## src/rtl/ssns_pkg.sv

```systemverilog
`default_nettype none

package ssns_pkg;

   localparam int DEFAULT_VALUE_BITS = 16;
   localparam int DEFAULT_COORD_BITS = 16;
   localparam int SCALE_BITS         = 12;
   localparam int BCD_W              = 4;
   localparam int SEG_COUNT          = 7;
   localparam int SEG_IDX_W          = 3;
   localparam int GLYPH_UNIT_W       = 5;

   // Pen and stroke geometry in glyph units
   localparam int MINUS_PEN  = 14;
   localparam int DIGIT_PEN  = 18;
   localparam int MINUS_Y    = 10;
   localparam int MINUS_LEN  = 8;

   typedef enum logic [1:0] {
      ST_IDLE,
      ST_CONVERT,
      ST_SKIP,
      ST_DRAW
   } state_type;

   typedef struct packed {
      logic load;
      logic step;
      logic advance;
   } bcd_ctl_type;

   typedef struct packed {
      logic [GLYPH_UNIT_W-1:0] x0;
      logic [GLYPH_UNIT_W-1:0] y0;
      logic [GLYPH_UNIT_W-1:0] x1;
      logic [GLYPH_UNIT_W-1:0] y1;
   } seg_ends_type;

   // Bit s lit means segment s (top first, bottom last)
   function automatic logic [SEG_COUNT-1:0] glyph_mask(input logic [BCD_W-1:0] digit);
      logic [SEG_COUNT-1:0] mask;
      unique case (digit)
         4'd0: mask = 7'h77;
         4'd1: mask = 7'h24;
         4'd2: mask = 7'h5D;
         4'd3: mask = 7'h6D;
         4'd4: mask = 7'h2E;
         4'd5: mask = 7'h6B;
         4'd6: mask = 7'h7B;
         4'd7: mask = 7'h25;
         4'd8: mask = 7'h7F;
         4'd9: mask = 7'h6F;
         default: mask = '0;
      endcase
      return mask;
   endfunction

   function automatic seg_ends_type seg_ends(input logic [SEG_IDX_W-1:0] seg);
      seg_ends_type e;
      unique case (seg)
         3'd0: e = '{x0: 5'd0,  y0: 5'd20, x1: 5'd12, y1: 5'd20};
         3'd1: e = '{x0: 5'd0,  y0: 5'd20, x1: 5'd0,  y1: 5'd10};
         3'd2: e = '{x0: 5'd12, y0: 5'd20, x1: 5'd12, y1: 5'd10};
         3'd3: e = '{x0: 5'd0,  y0: 5'd10, x1: 5'd12, y1: 5'd10};
         3'd4: e = '{x0: 5'd0,  y0: 5'd10, x1: 5'd0,  y1: 5'd0};
         3'd5: e = '{x0: 5'd12, y0: 5'd10, x1: 5'd12, y1: 5'd0};
         3'd6: e = '{x0: 5'd0,  y0: 5'd0,  x1: 5'd12, y1: 5'd0};
         default: e = '0;
      endcase
      return e;
   endfunction

endpackage

`default_nettype wire

```

## src/rtl/ssns_if.sv

```systemverilog
`default_nettype none

interface ssns_req_if #(
   parameter int VALUE_BITS = ssns_pkg::DEFAULT_VALUE_BITS,
   parameter int COORD_BITS = ssns_pkg::DEFAULT_COORD_BITS
);
   logic                             valid;
   logic                             ready;
   logic [VALUE_BITS-1:0]            value;
   logic [COORD_BITS-1:0]            origin_x;
   logic [COORD_BITS-1:0]            origin_y;
   logic [ssns_pkg::SCALE_BITS-1:0]  scale;

   modport source (output valid, value, origin_x, origin_y, scale, input ready);
   modport sink   (input valid, value, origin_x, origin_y, scale, output ready);
endinterface

interface ssns_rsp_if #(
   parameter int COORD_BITS = ssns_pkg::DEFAULT_COORD_BITS
);
   logic                  valid;
   logic                  ready;
   logic [COORD_BITS-1:0] start_x;
   logic [COORD_BITS-1:0] start_y;
   logic [COORD_BITS-1:0] end_x;
   logic [COORD_BITS-1:0] end_y;
   logic                  last;

   modport source (output valid, start_x, start_y, end_x, end_y, last, input ready);
   modport sink   (input valid, start_x, start_y, end_x, end_y, last, output ready);
endinterface

`default_nettype wire

```

## src/rtl/ssns_bcd.sv

```systemverilog
`default_nettype none

// Bit-serial binary to BCD (shift and add three), then a digit shifter
// that presents digits most significant first.
module ssns_bcd #(
   parameter int VALUE_BITS = ssns_pkg::DEFAULT_VALUE_BITS,
   parameter int NUM_DIGITS = 5
) (
   input  wire logic                         clock,
   input  wire ssns_pkg::bcd_ctl_type        ctl,
   input  wire logic [VALUE_BITS-1:0]        mag,
   output      logic [ssns_pkg::BCD_W-1:0]   top_digit,
   output      logic [ssns_pkg::BCD_W-1:0]   next_digit
);

   localparam int BcdW = NUM_DIGITS * ssns_pkg::BCD_W;

   logic [VALUE_BITS-1:0] mag_ff, mag_in;
   logic [BcdW-1:0]       bcd_ff, bcd_in;
   logic [BcdW-1:0]       bcd_adj;

   always_comb begin
      for (int i = 0; i < NUM_DIGITS; i++) begin
         if (bcd_ff[i*ssns_pkg::BCD_W +: ssns_pkg::BCD_W] >= 4'd5) begin
            bcd_adj[i*ssns_pkg::BCD_W +: ssns_pkg::BCD_W] =
               bcd_ff[i*ssns_pkg::BCD_W +: ssns_pkg::BCD_W] + 4'd3;
         end else begin
            bcd_adj[i*ssns_pkg::BCD_W +: ssns_pkg::BCD_W] =
               bcd_ff[i*ssns_pkg::BCD_W +: ssns_pkg::BCD_W];
         end
      end
   end

   always_comb begin
      mag_in = mag_ff;
      bcd_in = bcd_ff;
      if (ctl.load) begin
         mag_in = mag;
         bcd_in = '0;
      end else if (ctl.step) begin
         mag_in = {mag_ff[VALUE_BITS-2:0], 1'b0};
         bcd_in = {bcd_adj[BcdW-2:0], mag_ff[VALUE_BITS-1]};
      end else if (ctl.advance) begin
         bcd_in = {bcd_ff[BcdW-ssns_pkg::BCD_W-1:0], {ssns_pkg::BCD_W{1'b0}}};
      end
   end

   always_ff @(posedge clock) begin
      mag_ff <= mag_in;
      bcd_ff <= bcd_in;
   end

   assign top_digit  = bcd_ff[BcdW-1 -: ssns_pkg::BCD_W];
   assign next_digit = bcd_ff[BcdW-ssns_pkg::BCD_W-1 -: ssns_pkg::BCD_W];

endmodule

`default_nettype wire

```

## src/rtl/seven_segment_number_strokes_core.sv

```systemverilog
// Seven-segment number stroke generator.
// req_bus (sink): one word carries value (signed), origin_x/origin_y (signed
// fixed point, 4 fraction bits) and scale (unsigned, 8 fraction bits).
// rsp_bus (source): one word per line segment, start_x/start_y/end_x/end_y
// saturated to the coordinate width, last set on the final segment.
// A negative value opens with a minus stroke; digits follow most
// significant first, each as its lit segments from top to bottom.
// Per word: the block takes it, runs bit-serial BCD conversion over all
// VALUE_BITS bits, drops leading zeros (up to NumDigits-1), loads the first
// glyph, then issues one segment per cycle while the receiver keeps the
// output register free (2 to 1+7*digits segments; 36 at most for 16-bit
// values). req_bus.ready is high only while idle; the next word is
// taken the cycle after the last segment enters the output register, even
// while that segment still waits to be taken.
// A stalled receiver holds the output register and freezes the segment
// walk. Synchronous reset empties the output register and returns to idle.
`default_nettype none

module seven_segment_number_strokes_core #(
   parameter int VALUE_BITS = ssns_pkg::DEFAULT_VALUE_BITS,
   parameter int COORD_BITS = ssns_pkg::DEFAULT_COORD_BITS
) (
   input wire logic  clock,
   input wire logic  reset,
   ssns_req_if.sink  req_bus,
   ssns_rsp_if.source rsp_bus
);

   // Enough decimal digits for 2^(VALUE_BITS-1)
   localparam int NumDigits = (VALUE_BITS * 3) / 10 + 1;
   localparam int BitCntW   = $clog2(VALUE_BITS);
   localparam int DigCntW   = $clog2(NumDigits);
   // Widest x offset: minus pen, all digit advances, one cell width
   localparam int MaxUnits  = ssns_pkg::MINUS_PEN + ssns_pkg::DIGIT_PEN * (NumDigits - 1) + 12;
   localparam int UnitBits  = $clog2(MaxUnits + 1);
   localparam int ProdW     = UnitBits + ssns_pkg::SCALE_BITS;
   localparam int OffW      = ProdW - 3;
   localparam int SumW      = ((OffW > COORD_BITS) ? OffW : COORD_BITS) + 2;

   // origin + round(units*scale/16), saturated
   function automatic logic [COORD_BITS-1:0] place(
      input logic [COORD_BITS-1:0]           org,
      input logic [UnitBits-1:0]             units,
      input logic [ssns_pkg::SCALE_BITS-1:0] scl
   );
      logic [ProdW:0]            prod;
      logic [SumW-1:0]           sum;
      logic [SumW-COORD_BITS:0]  upper;
      logic [COORD_BITS-1:0]     res;
      prod  = (ProdW+1)'(units) * (ProdW+1)'(scl) + (ProdW+1)'(8);
      sum   = {{(SumW-COORD_BITS){org[COORD_BITS-1]}}, org}
            + {{(SumW-OffW){1'b0}}, prod[ProdW:4]};
      upper = sum[SumW-1:COORD_BITS-1];
      if ((upper == '0) || (upper == '1)) begin
         res = sum[COORD_BITS-1:0];
      end else if (sum[SumW-1]) begin
         res = {1'b1, {(COORD_BITS-1){1'b0}}};
      end else begin
         res = {1'b0, {(COORD_BITS-1){1'b1}}};
      end
      return res;
   endfunction

   ssns_pkg::state_type state_ff, state_in;

   logic                              neg_ff, neg_in;
   logic [COORD_BITS-1:0]             origin_x_ff, origin_x_in;
   logic [COORD_BITS-1:0]             origin_y_ff, origin_y_in;
   logic [ssns_pkg::SCALE_BITS-1:0]   scale_ff, scale_in;
   logic [BitCntW-1:0]                bit_cnt_ff, bit_cnt_in;
   logic [DigCntW-1:0]                dig_cnt_ff, dig_cnt_in;
   logic [UnitBits-1:0]               pen_ff, pen_in;
   logic [ssns_pkg::SEG_COUNT-1:0]    mask_ff, mask_in;
   logic                              minus_ff, minus_in;

   logic                              rsp_valid_ff, rsp_valid_in;
   logic [COORD_BITS-1:0]             start_x_ff, start_x_in;
   logic [COORD_BITS-1:0]             start_y_ff, start_y_in;
   logic [COORD_BITS-1:0]             end_x_ff, end_x_in;
   logic [COORD_BITS-1:0]             end_y_ff, end_y_in;
   logic                              last_ff, last_in;

   ssns_pkg::bcd_ctl_type             bcd_ctl;
   logic [ssns_pkg::BCD_W-1:0]        top_digit, next_digit;
   logic [VALUE_BITS-1:0]             mag;

   logic                              req_take;
   logic                              slot_free;
   logic                              issue;
   logic                              skip_zero;
   logic                              digit_done;
   logic                              final_seg;
   logic [ssns_pkg::SEG_IDX_W-1:0]    seg_idx;
   logic [ssns_pkg::SEG_COUNT-1:0]    mask_rest;
   ssns_pkg::seg_ends_type            ends;
   logic [UnitBits-1:0]               sx_u, sy_u, ex_u, ey_u;

   // Magnitude of the value; the most negative value maps to 2^(VALUE_BITS-1)
   assign mag = req_bus.value[VALUE_BITS-1] ? (~req_bus.value + VALUE_BITS'(1))
                                            : req_bus.value;

   ssns_bcd #(
      .VALUE_BITS (VALUE_BITS),
      .NUM_DIGITS (NumDigits)
   ) u_bcd (
      .clock      (clock),
      .ctl        (bcd_ctl),
      .mag        (mag),
      .top_digit  (top_digit),
      .next_digit (next_digit)
   );

   // Lowest lit segment goes first; it is cleared from the mask once issued
   always_comb begin
      seg_idx = '0;
      for (int i = ssns_pkg::SEG_COUNT - 1; i >= 0; i--) begin
         if (mask_ff[i]) begin
            seg_idx = ssns_pkg::SEG_IDX_W'(i);
         end
      end
   end

   assign mask_rest = mask_ff & (mask_ff - ssns_pkg::SEG_COUNT'(1));
   assign ends      = ssns_pkg::seg_ends(seg_idx);
   assign slot_free = !rsp_valid_ff || rsp_bus.ready;
   assign skip_zero = (top_digit == '0) && (dig_cnt_ff != '0);

   // Outputs of the sequencer
   always_comb begin
      req_bus.ready = 1'b0;
      issue         = 1'b0;
      bcd_ctl       = '0;
      unique case (state_ff)
         ssns_pkg::ST_IDLE: begin
            req_bus.ready = 1'b1;
            bcd_ctl.load  = req_bus.valid;
         end
         ssns_pkg::ST_CONVERT: begin
            bcd_ctl.step = 1'b1;
         end
         ssns_pkg::ST_SKIP: begin
            bcd_ctl.advance = skip_zero;
         end
         ssns_pkg::ST_DRAW: begin
            issue           = slot_free;
            bcd_ctl.advance = digit_done && !final_seg;
         end
         default: begin
            req_bus.ready = 1'b0;
         end
      endcase
   end

   assign req_take   = req_bus.valid && req_bus.ready;
   assign digit_done = issue && !minus_ff && (mask_rest == '0);
   assign final_seg  = digit_done && (dig_cnt_ff == '0);

   // Next state
   always_comb begin
      state_in = state_ff;
      unique case (state_ff)
         ssns_pkg::ST_IDLE: begin
            if (req_bus.valid) state_in = ssns_pkg::ST_CONVERT;
         end
         ssns_pkg::ST_CONVERT: begin
            if (bit_cnt_ff == '0) state_in = ssns_pkg::ST_SKIP;
         end
         ssns_pkg::ST_SKIP: begin
            if (!skip_zero) state_in = ssns_pkg::ST_DRAW;
         end
         ssns_pkg::ST_DRAW: begin
            if (final_seg) state_in = ssns_pkg::ST_IDLE;
         end
         default: begin
            state_in = ssns_pkg::ST_IDLE;
         end
      endcase
   end

   // Datapath registers of the walk
   always_comb begin
      neg_in      = neg_ff;
      origin_x_in = origin_x_ff;
      origin_y_in = origin_y_ff;
      scale_in    = scale_ff;
      bit_cnt_in  = bit_cnt_ff;
      dig_cnt_in  = dig_cnt_ff;
      pen_in      = pen_ff;
      mask_in     = mask_ff;
      minus_in    = minus_ff;

      if (req_take) begin
         // latch the word and arm the conversion
         neg_in      = req_bus.value[VALUE_BITS-1];
         origin_x_in = req_bus.origin_x;
         origin_y_in = req_bus.origin_y;
         scale_in    = req_bus.scale;
         bit_cnt_in  = BitCntW'(VALUE_BITS - 1);
         dig_cnt_in  = DigCntW'(NumDigits - 1);
      end

      if (state_ff == ssns_pkg::ST_CONVERT) begin
         bit_cnt_in = bit_cnt_ff - BitCntW'(1);
      end

      if (state_ff == ssns_pkg::ST_SKIP) begin
         if (skip_zero) begin
            // drop a leading zero
            dig_cnt_in = dig_cnt_ff - DigCntW'(1);
         end else begin
            mask_in  = ssns_pkg::glyph_mask(top_digit);
            pen_in   = neg_ff ? UnitBits'(ssns_pkg::MINUS_PEN) : '0;
            minus_in = neg_ff;
         end
      end

      if (issue) begin
         if (minus_ff) begin
            minus_in = 1'b0;
         end else if (mask_rest != '0) begin
            mask_in = mask_rest;
         end else if (!final_seg) begin
            // advance to the next digit
            mask_in    = ssns_pkg::glyph_mask(next_digit);
            pen_in     = pen_ff + UnitBits'(ssns_pkg::DIGIT_PEN);
            dig_cnt_in = dig_cnt_ff - DigCntW'(1);
         end
      end
   end

   // Endpoint offsets in glyph units
   always_comb begin
      if (minus_ff) begin
         sx_u = '0;
         sy_u = UnitBits'(ssns_pkg::MINUS_Y);
         ex_u = UnitBits'(ssns_pkg::MINUS_LEN);
         ey_u = UnitBits'(ssns_pkg::MINUS_Y);
      end else begin
         sx_u = pen_ff + UnitBits'(ends.x0);
         sy_u = UnitBits'(ends.y0);
         ex_u = pen_ff + UnitBits'(ends.x1);
         ey_u = UnitBits'(ends.y1);
      end
   end

   // Output register: load on issue, drop once taken
   always_comb begin
      rsp_valid_in = rsp_valid_ff;
      start_x_in   = start_x_ff;
      start_y_in   = start_y_ff;
      end_x_in     = end_x_ff;
      end_y_in     = end_y_ff;
      last_in      = last_ff;
      if (issue) begin
         rsp_valid_in = 1'b1;
         start_x_in   = place(origin_x_ff, sx_u, scale_ff);
         start_y_in   = place(origin_y_ff, sy_u, scale_ff);
         end_x_in     = place(origin_x_ff, ex_u, scale_ff);
         end_y_in     = place(origin_y_ff, ey_u, scale_ff);
         last_in      = final_seg;
      end else if (rsp_bus.ready) begin
         rsp_valid_in = 1'b0;
      end
   end

   always_ff @(posedge clock) begin
      if (reset) begin
         state_ff     <= ssns_pkg::ST_IDLE;
         rsp_valid_ff <= 1'b0;
      end else begin
         state_ff     <= state_in;
         rsp_valid_ff <= rsp_valid_in;
      end
   end

   always_ff @(posedge clock) begin
      neg_ff      <= neg_in;
      origin_x_ff <= origin_x_in;
      origin_y_ff <= origin_y_in;
      scale_ff    <= scale_in;
      bit_cnt_ff  <= bit_cnt_in;
      dig_cnt_ff  <= dig_cnt_in;
      pen_ff      <= pen_in;
      mask_ff     <= mask_in;
      minus_ff    <= minus_in;
      start_x_ff  <= start_x_in;
      start_y_ff  <= start_y_in;
      end_x_ff    <= end_x_in;
      end_y_ff    <= end_y_in;
      last_ff     <= last_in;
   end

   assign rsp_bus.valid   = rsp_valid_ff;
   assign rsp_bus.start_x = start_x_ff;
   assign rsp_bus.start_y = start_y_ff;
   assign rsp_bus.end_x   = end_x_ff;
   assign rsp_bus.end_y   = end_y_ff;
   assign rsp_bus.last    = last_ff;

endmodule

`default_nettype wire

```

## src/flat_wrapper.sv

```systemverilog
// flat-port wrapper written by rule: the top's interface ports become plain ports
module seven_segment_number_strokes_core_flat 
#(
   parameter int VALUE_BITS = ssns_pkg::DEFAULT_VALUE_BITS,
   parameter int COORD_BITS = ssns_pkg::DEFAULT_COORD_BITS
)
  (clock, reset, req_bus_valid, req_bus_value, req_bus_origin_x, req_bus_origin_y, req_bus_scale, req_bus_ready, rsp_bus_valid, rsp_bus_start_x, rsp_bus_start_y, rsp_bus_end_x, rsp_bus_end_y, rsp_bus_last, rsp_bus_ready);
  ssns_req_if #(.VALUE_BITS(VALUE_BITS), .COORD_BITS(COORD_BITS)) req_bus_i ();
  ssns_rsp_if #(.COORD_BITS(COORD_BITS)) rsp_bus_i ();
  input wire logic clock;
  input wire logic reset;
  input wire logic [$bits(req_bus_i.valid)-1:0] req_bus_valid;
  input wire logic [$bits(req_bus_i.value)-1:0] req_bus_value;
  input wire logic [$bits(req_bus_i.origin_x)-1:0] req_bus_origin_x;
  input wire logic [$bits(req_bus_i.origin_y)-1:0] req_bus_origin_y;
  input wire logic [$bits(req_bus_i.scale)-1:0] req_bus_scale;
  output wire logic [$bits(req_bus_i.ready)-1:0] req_bus_ready;
  output wire logic [$bits(rsp_bus_i.valid)-1:0] rsp_bus_valid;
  output wire logic [$bits(rsp_bus_i.start_x)-1:0] rsp_bus_start_x;
  output wire logic [$bits(rsp_bus_i.start_y)-1:0] rsp_bus_start_y;
  output wire logic [$bits(rsp_bus_i.end_x)-1:0] rsp_bus_end_x;
  output wire logic [$bits(rsp_bus_i.end_y)-1:0] rsp_bus_end_y;
  output wire logic [$bits(rsp_bus_i.last)-1:0] rsp_bus_last;
  input wire logic [$bits(rsp_bus_i.ready)-1:0] rsp_bus_ready;
  assign req_bus_i.valid = req_bus_valid;
  assign req_bus_i.value = req_bus_value;
  assign req_bus_i.origin_x = req_bus_origin_x;
  assign req_bus_i.origin_y = req_bus_origin_y;
  assign req_bus_i.scale = req_bus_scale;
  assign req_bus_ready = req_bus_i.ready;
  assign rsp_bus_valid = rsp_bus_i.valid;
  assign rsp_bus_start_x = rsp_bus_i.start_x;
  assign rsp_bus_start_y = rsp_bus_i.start_y;
  assign rsp_bus_end_x = rsp_bus_i.end_x;
  assign rsp_bus_end_y = rsp_bus_i.end_y;
  assign rsp_bus_last = rsp_bus_i.last;
  assign rsp_bus_i.ready = rsp_bus_ready;
  seven_segment_number_strokes_core #(.VALUE_BITS(VALUE_BITS), .COORD_BITS(COORD_BITS)) u_core (.clock(clock), .reset(reset), .req_bus(req_bus_i), .rsp_bus(rsp_bus_i));
endmodule
```

## config.mk

```make
export PLATFORM = sky130hd
export DESIGN_NAME = seven_segment_number_strokes_core_flat
export DESIGN_NICKNAME = d
export VERILOG_FILES = /design/src/rtl/ssns_pkg.sv /design/src/rtl/ssns_if.sv /design/src/rtl/ssns_bcd.sv /design/src/rtl/seven_segment_number_strokes_core.sv /design/src/flat_wrapper.sv
export SDC_FILE = /design/constraint.sdc
export NUM_CORES = 1
export LEC_CHECK = 0
export BUFFER_PORTS_ARGS = -buffer_cell sky130_fd_sc_hd__buf_2
export CAP_MARGIN = 20
export CORE_MARGIN = 4
export CORE_UTILIZATION = 55
export CTS_BUF_LIST = sky130_fd_sc_hd__clkbuf_8 sky130_fd_sc_hd__clkbuf_16
export DETAILED_ROUTE_END_ITERATION = 8
export PLACE_DENSITY = 0.74
export REMOVE_ABC_BUFFERS = 1
export SLEW_MARGIN = 20
export SYNTH_ARGS = -nofsm -noshare
export SYNTH_HDL_FRONTEND = slang
export SYNTH_SLANG_ARGS = --single-unit
export TNS_END_PERCENT = 5
```

## constraint.sdc

```tcl
create_clock -name clock -period 8.5 [get_ports clock]
set_input_delay 0.425 -clock clock [delete_from_list [all_inputs] [get_ports clock]]
set_output_delay 0.425 -clock clock [all_outputs]
set_load 0.01 [all_outputs]
```

==> flow_summary.ini <==
[outcome]
status = completed

[global_route]
grt_util_all_layers_pct = 23.7
grt_pass1_vias = 16589
grt_max_degree = 66
grt_pass1_wl_mm = 79.9
grt-ovfl-total = 0
antenna_found_initial = 0

[timing]
drv_slew = 0
rsz0062_at_grt = true
hold_violations = 0
setup_viol = 0
hold-worst-slack_ps = 122
period_needed_ps = 8420
tightestPinTransition_ps = 937
setup_ws_ps = 84.7
fin_skew_ps = 13.8
min_period_over_period_pct = 99.0
clock.fmax_ghz = 0.119
slew_headroom_pct = 37.5

[synth]
synth_top_area_share_pct = 19.3
synth_area_um2 = 20400
ys_types = 92
synth_flop_cell = edfxtp_1
ys_warn_count = 0
ys_ff_latch = 185
syn_inst = 2217
synth_edf_count = 131
synth_area_leaders = edfxtp_1, ha_1, fa_1
yosysTopAreaCell = edfxtp_1
async_flop_share_pct = 0
synth_area_per_cell_um2 = 9.19
seq_area_frac_synth_pct = 24.6

[critical_path]
cp.required_ps = 8830
cpMaxStageDelayCell = nor4_2
crit_path_end_kind = flop
worst_path_most_repeated_cell = fa_1
crit_start = u_core.mask_ff[3]
timing.rr.start = u_core.mask_ff[3]
worst_ep_arrival_time_ps = 8740
cp_slowest_stage_delay_ps = 590
criticalPathCategory = flop to flop
critPathLaunchType = flop
crit_fanout = 7

[routing]
num_vias = 16421
drc_errors = 0
routed_wl_mm = 48.6
detail_route.wl_per_cell_um = 16.7
firstDrtPassIters = 7
ant_nets = 0
first_iter_violations = 969
viasPerCell = 5.64

[die]
start_util_pct = 55.6
die_w_um = 200
fp.dieH_um = 200
io-pin-count = 131
fp-row-count = 70
coreArea_um2 = 36600
dieArea_um2 = 40200

[clocking]
cts_tree = built
clockBufferDepth = 2
hold_buffers = 0
clk_pin_slew_ps = 80
clk_latency_ps = 470
cts_root_buffer = clkbuf_16
cts_buffers = 17
cts_sinks = 185
h-tree-depth = 4

[min_path]
hp-start = req_bus_origin_x[0]
hold_path_class = primary input to flop

[placement]
numPortBuffers = 130
dp_slack_ps = -377
post-place-cells = 2859
gp_congestion = 0.916
hpwl_mm = 38.2
place_area_um2 = 22200

[finish]
layout.cells.non_filler = 2910
drive_gt1_share_pct = 17.7
postLayoutCellArea_um2 = 23600
layout.nets = 2893
num_antenna_cells = 0
area_delta_synth_final_pct = 15.9

[flow_run]
drv_cap = 0
[layout by cell type, fill, tap and decap left out, types with 42 or more instances in the layout]
cell type	n
a21o_1	47
a21oi_1	109
and2_1	124
buf_2	130
buf_4	121
dfxtp_1	53
edfxtp_1	131
fa_1	147
ha_1	238
inv_1	266
nand2_1	166
nor2_1	106
nor2b_1	42
o21ai_0	84
xnor2_1	79
xor2_1	60
[metrics by stage]
step / setup TNS [ps] / utilization [%]
2_1_floorplan: -6720 / -
3_3_place_gp: -2960 / 60.5
3_5_place_dp: -7030 / 60.6
4_1_cts: 0 / 62.9
5_1_grt: -3870 / 64.5
6_report: 0 / 64.5
[repair_timing]
| item | in CTS | in global routing |
|---|---|---|
| gates cloned | 1 | 1 |
| setup endpoints to repair | 30 | 38 |
| resized for setup | 36 | 118 |
| setup buffers | 8 | 10 |
| pin swaps | 25 | 69 |
[synthesized netlist by cell type, types with 16 or more instances]
cell type	count
o21ai_0	96
nand2_1	167
nor3_1	47
a21o_1	47
nand3_1	42
xnor2_1	81
mux2i_1	22
nor2b_1	45
nand2b_1	22
a21oi_1	126
fa_1	148
or3_1	20
o21a_1	27
nor2_1	112
edfxtp_1	131
dfxtp_1	54
and2_1	127
inv_1	271
ha_1	252
xor2_1	61
clkbuf_1	53
o31ai_1	16
a211oi_1	17
[routing by layer]
| metal | share of wire, % | wire length, µm | vias to the layer above | track usage, % |
|---|---|---|---|---|
| li1 | - | - | 8038 | - |
| met1 | 44 | 21600 | 7892 | 31.4 |
| met2 | 48 | 23500 | 403 | 40.3 |
| met3 | 5.1 | 2490 | 88 | 4.59 |
| met4 | 2.2 | 1050 | 0 | 6.19 |
| met5 | 0 | 0 | - | 0 |
[area by class of cell]
type | count | area, µm²
clock buffers | 19 | 464
clock inverters | 13 | 150
fillers | 2955 | 13000
inverters | 274 | 1030
multi-input cells | 1691 | 14700
flip-flops and latches | 185 | 5020
well taps | 468 | 586
repair buffers | 260 | 1670
[final timing paths]
path | end | slack, ps | cells after the start
setup / recovery | u_core.rsp_bus.end_x[0] | 80 | 33
hold / removal | u_core.origin_x_ff[0] | 120 | 1
setup reg to reg | u_core.rsp_bus.end_x[0] | 80 | 33
hold reg to reg | u_core.dig_cnt_ff[0] | 460 | 1
[worst max-delay path: cells and delay by family, from the launching register on]
| family | cells | cell delay, ps |
|---|---|---|
| AO/OA/AOI/OAI | 9 | 1280 |
| flip-flops | 1 | 320 |
| buffers and inverters | 5 | 580 |
| AND/OR/NAND/NOR | 12 | 3480 |
| adder cells (fa/ha/maj) | 7 | 2620 |
[cells by family (layout without fill, tap and decap cells)]
| kind of cell | count (synthesis) | count (layout) | synth area share (%) |
|---|---|---|---|
| AO/OA/AOI/OAI | 449 | 449 | 14.3 |
| adder cells (fa/ha/maj) | 401 | 401 | 30.1 |
| AND/OR/NAND/NOR | 673 | 673 | 17.2 |
| buffers and inverters | 341 | 566 | 6.44 |
| flip-flops | 185 | 185 | 24.6 |
| XOR/XNOR | 142 | 142 | 6.11 |
| multiplexers | 26 | 26 | 1.30 |
[registers in the layout, indices dropped and copies added (netlist names), 2 cells and up, named ones only]
name	flops
u_core.u_bcd.bcd_ff	20
u_core.origin_x_ff	16
u_core.origin_y_ff	16
u_core.rsp_bus.end_x	16
u_core.rsp_bus.end_y	16
u_core.rsp_bus.start_x	16
u_core.rsp_bus.start_y	16
u_core.u_bcd.mag_ff	16
u_core.scale_ff	12
u_core.mask_ff	7
u_core.pen_ff	7
u_core.bit_cnt_ff	4
u_core.dig_cnt_ff	3
u_core.state_ff	2
Power is not shown: default switching activity piles up to over one toggle a cycle in this logic, so the estimate is an artifact.
